<file path="src/design/rcle_pkg.sv">
package rcle_pkg;

   // Field widths fixed by the interface.
   localparam int VALUE_W = 32;
   localparam int COUNT_W = 11;
   localparam int KIND_W  = 2;

   // Transaction kinds.
   localparam logic [KIND_W-1:0] KIND_LOAD  = 2'd0;
   localparam logic [KIND_W-1:0] KIND_QUERY = 2'd1;
   localparam logic [KIND_W-1:0] KIND_CLEAR = 2'd2;

   // Operation carried through the search.
   typedef enum logic {
      OP_LOAD,
      OP_QUERY
   } op_type;

endpackage

</file>
<file path="src/design/rcle_cmp.sv">
// Shared signed compare unit: is the stored entry less than or equal to the key?
module rcle_cmp (
   input  logic signed [rcle_pkg::VALUE_W-1:0] entry,
   input  logic signed [rcle_pkg::VALUE_W-1:0] key,
   output logic                                le
);

   assign le = (entry <= key);

endmodule

</file>
<file path="config.mk">
export PLATFORM = sky130hd
export DESIGN_NAME = rcle_cmp
export DESIGN_NICKNAME = d
export VERILOG_FILES = /design/src/design/rcle_pkg.sv /design/src/design/rcle_cmp.sv
export SDC_FILE = /design/constraint.sdc
export NUM_CORES = 1
export LEC_CHECK = 0
export BUFFER_PORTS_ARGS = -buffer_cell sky130_fd_sc_hd__buf_2
export CORE_MARGIN = 2
export CORE_UTILIZATION = 42
export DETAILED_ROUTE_END_ITERATION = 7
export GPL_ROUTABILITY_DRIVEN = 1
export GPL_TIMING_DRIVEN = 0
export PLACE_DENSITY = 0.85
export SYNTH_ARGS = -nofsm -noshare
export SYNTH_HDL_FRONTEND = slang
export SYNTH_SLANG_ARGS = --single-unit
</file>
<file path="constraint.sdc">
create_clock -name vclk -period 3.3
set_input_delay 0.66 -clock vclk [all_inputs]
set_output_delay 0.66 -clock vclk [all_outputs]
set_load 0.1 [all_outputs]
</file>
Yosys cells after proc, flatten, opt, wreduce, memory -nomap -nowiden:

Cells that the tools add are included.

* register bits after elaboration: 0
* bits in latches: 0
* bits in writable memories: 0
* memory bits (read-only): 0
* output and inout port bits: 1
* word-level logic and storage cells: 1
* memories kept: 0

* add/sub/neg operators: 0
* multipliers: 0
* div/mod/pow operators: 0
* magnitude comparators: 1
* eq/ne operators: 0
* shift operators: 0
* mux-type cells: 0
* bitwise operators: 0
* reductions and logical operators: 0

Operators by type and width (number)
* 32-bit less-or-equal comparator: 1

Depth between registers and ports, before layout:

* depth in word-level cells: 1
* depth in mapped cells: 8
* mapped depth without buffers: 8

Worst setup path before layout:

Ideal clock, no wire load.

* path type: in2out
* from: input key[14] in the netlist's numbering
* to: output le
* arrival: 2.556 ns
* required time: 2.640 ns
* slack: 0.084 ns
* stages on the path: 8
* path buffers: 0
* cell sequence: inv_1 -> ha_1 -> a21oi_1 -> nand2_1 -> a221o_1 -> a211o_1 -> a21oi_2 -> mux2_1

* word-level cells in the longest chain between the ends: 1

Ends and longest elaborated chain
* start: declaration: RTL line rcle_cmp.sv:4 `input logic signed [rcle_pkg::VALUE_W-1:0] key,`
* 32-bit less-or-equal comparator: RTL line rcle_cmp.sv:8 `assign le = (entry <= key);`
* end: declaration: RTL line rcle_cmp.sv:5 `output logic le`

Every way passes these cells.

Worst setup path after layout:

* from: input entry[14] in the netlist's numbering
* to: output le

* word-level cells in the longest chain between the ends: 1

Ends and longest elaborated chain
* start: declaration: RTL line rcle_cmp.sv:3 `input logic signed [rcle_pkg::VALUE_W-1:0] entry,`
* 32-bit less-or-equal comparator: RTL line rcle_cmp.sv:8

Every way passes these cells.

==> results.py <==
metrics = {
    "route": {
        "vias": 998,
        "routed_via_density": 4.78,
        "first_pass_iters": 3,
        "drc": 0,
        "drtAntennaViolNets": 0,
        "wl_mm": 2.04,
        "wl_per_cell_um": 9.75,
        "drt_iter0_markers": 6,
    },
    "power_and_ir_drop": {
        "irDropWorstVdd_v": 0.0000906,
        "seq_power_share": 0,
        "switching_share": 0.509,
        "p_leak_nw": 0.794,
        "power_frac_comb": 1.000,
        "p_sw_uw": 77.2,
        "powerDensity_nw_per_um2": 127,
        "power_frac_clock": 0,
        "intPower_uw": 74.3,
    },
    "cells_and_area": {
        "syn2layout_area_growth_pct": 45.3,
        "drive_gt1_frac": 0.385,
        "nClkBuffers": 0,
        "fin_nets": 280,
        "final_common_cell": "buf_2",
        "diodes": 0,
        "layout_common_cells": "buf_2 (64), inv_1 (34), ha_1 (32)",
        "design.seq.count": 0,
        "fillerInstances": 168,
        "seq_area_um2": 0,
    },
    "setup_path": {
        "crit_chain": "buf_2 -> ha_1 -> a21oi_2 -> nand2_1 -> a221o_1 -> a211o_1 -> a21oi_2 -> mux2_2 -> buf_8",
        "crit_family": "compound AO/OA/AOI/OAI gates",
        "cp.required_ns": 2.64,
        "critPathMaxStageDelay_ns": 0.36,
        "worstSetupPathType": "in -> out",
        "cp_common_cell": "a21oi_2",
        "start_kind": "input pin",
        "crit_path_end_kind": "primary output",
        "crit_slowest_cell": "mux2_2",
        "cp_max_fo": 3,
        "crit_buf_inv": 2,
        "arrival_ns": 2.55,
    },
    "timing": {
        "min_period_ns": 3.21,
        "slew_violations": 0,
        "rsz0062_at_grt": "no",
        "tns_ns": 0,
        "relSlewSlack": 0.676,
        "hold_violations": 0,
        "post-route-period-util": 0.973,
        "whs_ns": 1.95,
        "tightest_slew_ns": 0.482,
        "fmax_mhz": 311,
        "setup_violations": 0,
    },
    "placement": {
        "io_buffers": 65,
        "hpwl_mm": 1.94,
        "gp_congestion": 0.774,
    },
    "global_routing": {
        "grt_usage": 0.165,
        "grt_antenna_before_repair": 0,
        "grt_pass1_wl_mm": 2.90,
        "grt_pass1_vias": 847,
        "grt-ovfl-total": 0,
        "grt_max_degree": 5,
    },
    "yosys": {
        "yosys_warnings": 0,
        "synth_nets": 213,
        "netlist_area_um2": 823,
        "synth.avg_cell_area_um2": 7.04,
        "synth_cell_types": 20,
        "netlist_instances": 117,
        "seq_area_frac_synth": 0,
    },
    "floorplanning": {
        "io_pins": 65,
        "rows": 16,
        "die-area_um2": 2330,
        "die_x_um": 48.3,
        "core_area_um2": 1900,
        "die_h_um": 48.3,
        "start_util": 0.433,
    },
    "cts": {
        "postCtsSetupBuffers": 0,
    },
    "flow_run": {
        "max_cap_violations": 0,
    },
    "outcome": {
        "status": "finished, final reports clean",
    },
    "worst_hold_path": {
        "hold_path_class": "in -> out",
    },
}
## power groups by stage
stage	clock, mW	sequential [mW]	combinational [mW]
after CTS	0	0	0.146
final	0	0	0.151
after global placement	0	0	0.138
after floorplan	0	0	0.0890
after detailed placement	0	0	0.146
after global routing	0	0	0.173
## repair_timing
action	CTS	global route
endpoints found under the setup margin	0	1
hold buffers	0	0
gates resized for setup	0	6
## per-stage QoR
step | cell area (um^2) | util | std cells | setup WS, ns | power (mW)
after global placement | 1180 | 0.622 | 209 | 0.0330 | 0.138
after detailed placement | 1180 | 0.622 | 209 | 0.00979 | 0.146
after global routing | 1200 | 0.629 | 209 | 0.00879 | 0.173
after floorplan | 823 | - | 117 | 0.0840 | 0.0890
final | 1200 | 0.629 | 209 | 0.0890 | 0.151
after CTS | 1180 | 0.622 | 209 | 0.00703 | 0.146
## kinds of logic (layout without fill, tap and decap cells)
kind of cell | count (synthesis) | count (layout) | share of synthesized area
muxes | 1 | 1 | 0.0137
buffers and inverters | 34 | 99 | 0.155
adders and majority gates | 32 | 32 | 0.486
AOI/OAI and AO/OA | 27 | 27 | 0.196
and+or+nand+nor | 23 | 23 | 0.149
## layout make-up
type                            instances  area [um^2]  area share
Inverter                               34          128       0.107
Multi-Input combinational cell         83          699       0.585
Tap cell                               27         33.8      0.0282
Timing Repair Buffer                   65          335       0.280
## worst min-delay path, stage by stage
cell	delay, ns
buf_2	0.08
ha_1	0.17
mux2_2	0.18
buf_8	0.19
## final timing paths
check             startpoint  endpoint  slack [ns]  depth (start not counted)
setup / recovery   entry[14]        le        0.09                          9
hold / removal     entry[31]        le        1.95                          4
## Yosys cell counts
cell type,number,area [um^2]
a221o_1,1,10.0
nor2_1,1,3.75
a21o_1,3,22.5
nor3_1,1,5.00
ha_1,32,400
o211ai_1,1,7.51
o21ai_2,1,8.76
nand2_1,9,33.8
a21oi_1,15,75.1
and4_1,1,8.76
mux2_1,1,11.3
nor4_1,1,6.26
a211o_1,1,8.76
nor4_2,1,12.5
nand3_1,3,15.0
inv_1,34,128
a21oi_2,1,8.76
o21ai_1,2,10.0
nand4_1,6,37.5
o21ai_0,2,10.0
## routing by layer
| layer | up-vias | global-route usage | share of wire |
|---|---|---|---|
| li1 | 537 | - | - |
| met1 | 424 | 0.178 | 0.41 |
| met2 | 37 | 0.353 | 0.51 |
| met3 | 0 | 0.00741 | 0.079 |
| met4 | 0 | 0.0162 | 0 |
| met5 | - | 0 | 0 |
No activity file was read; power rests on OpenSTA's default activity.
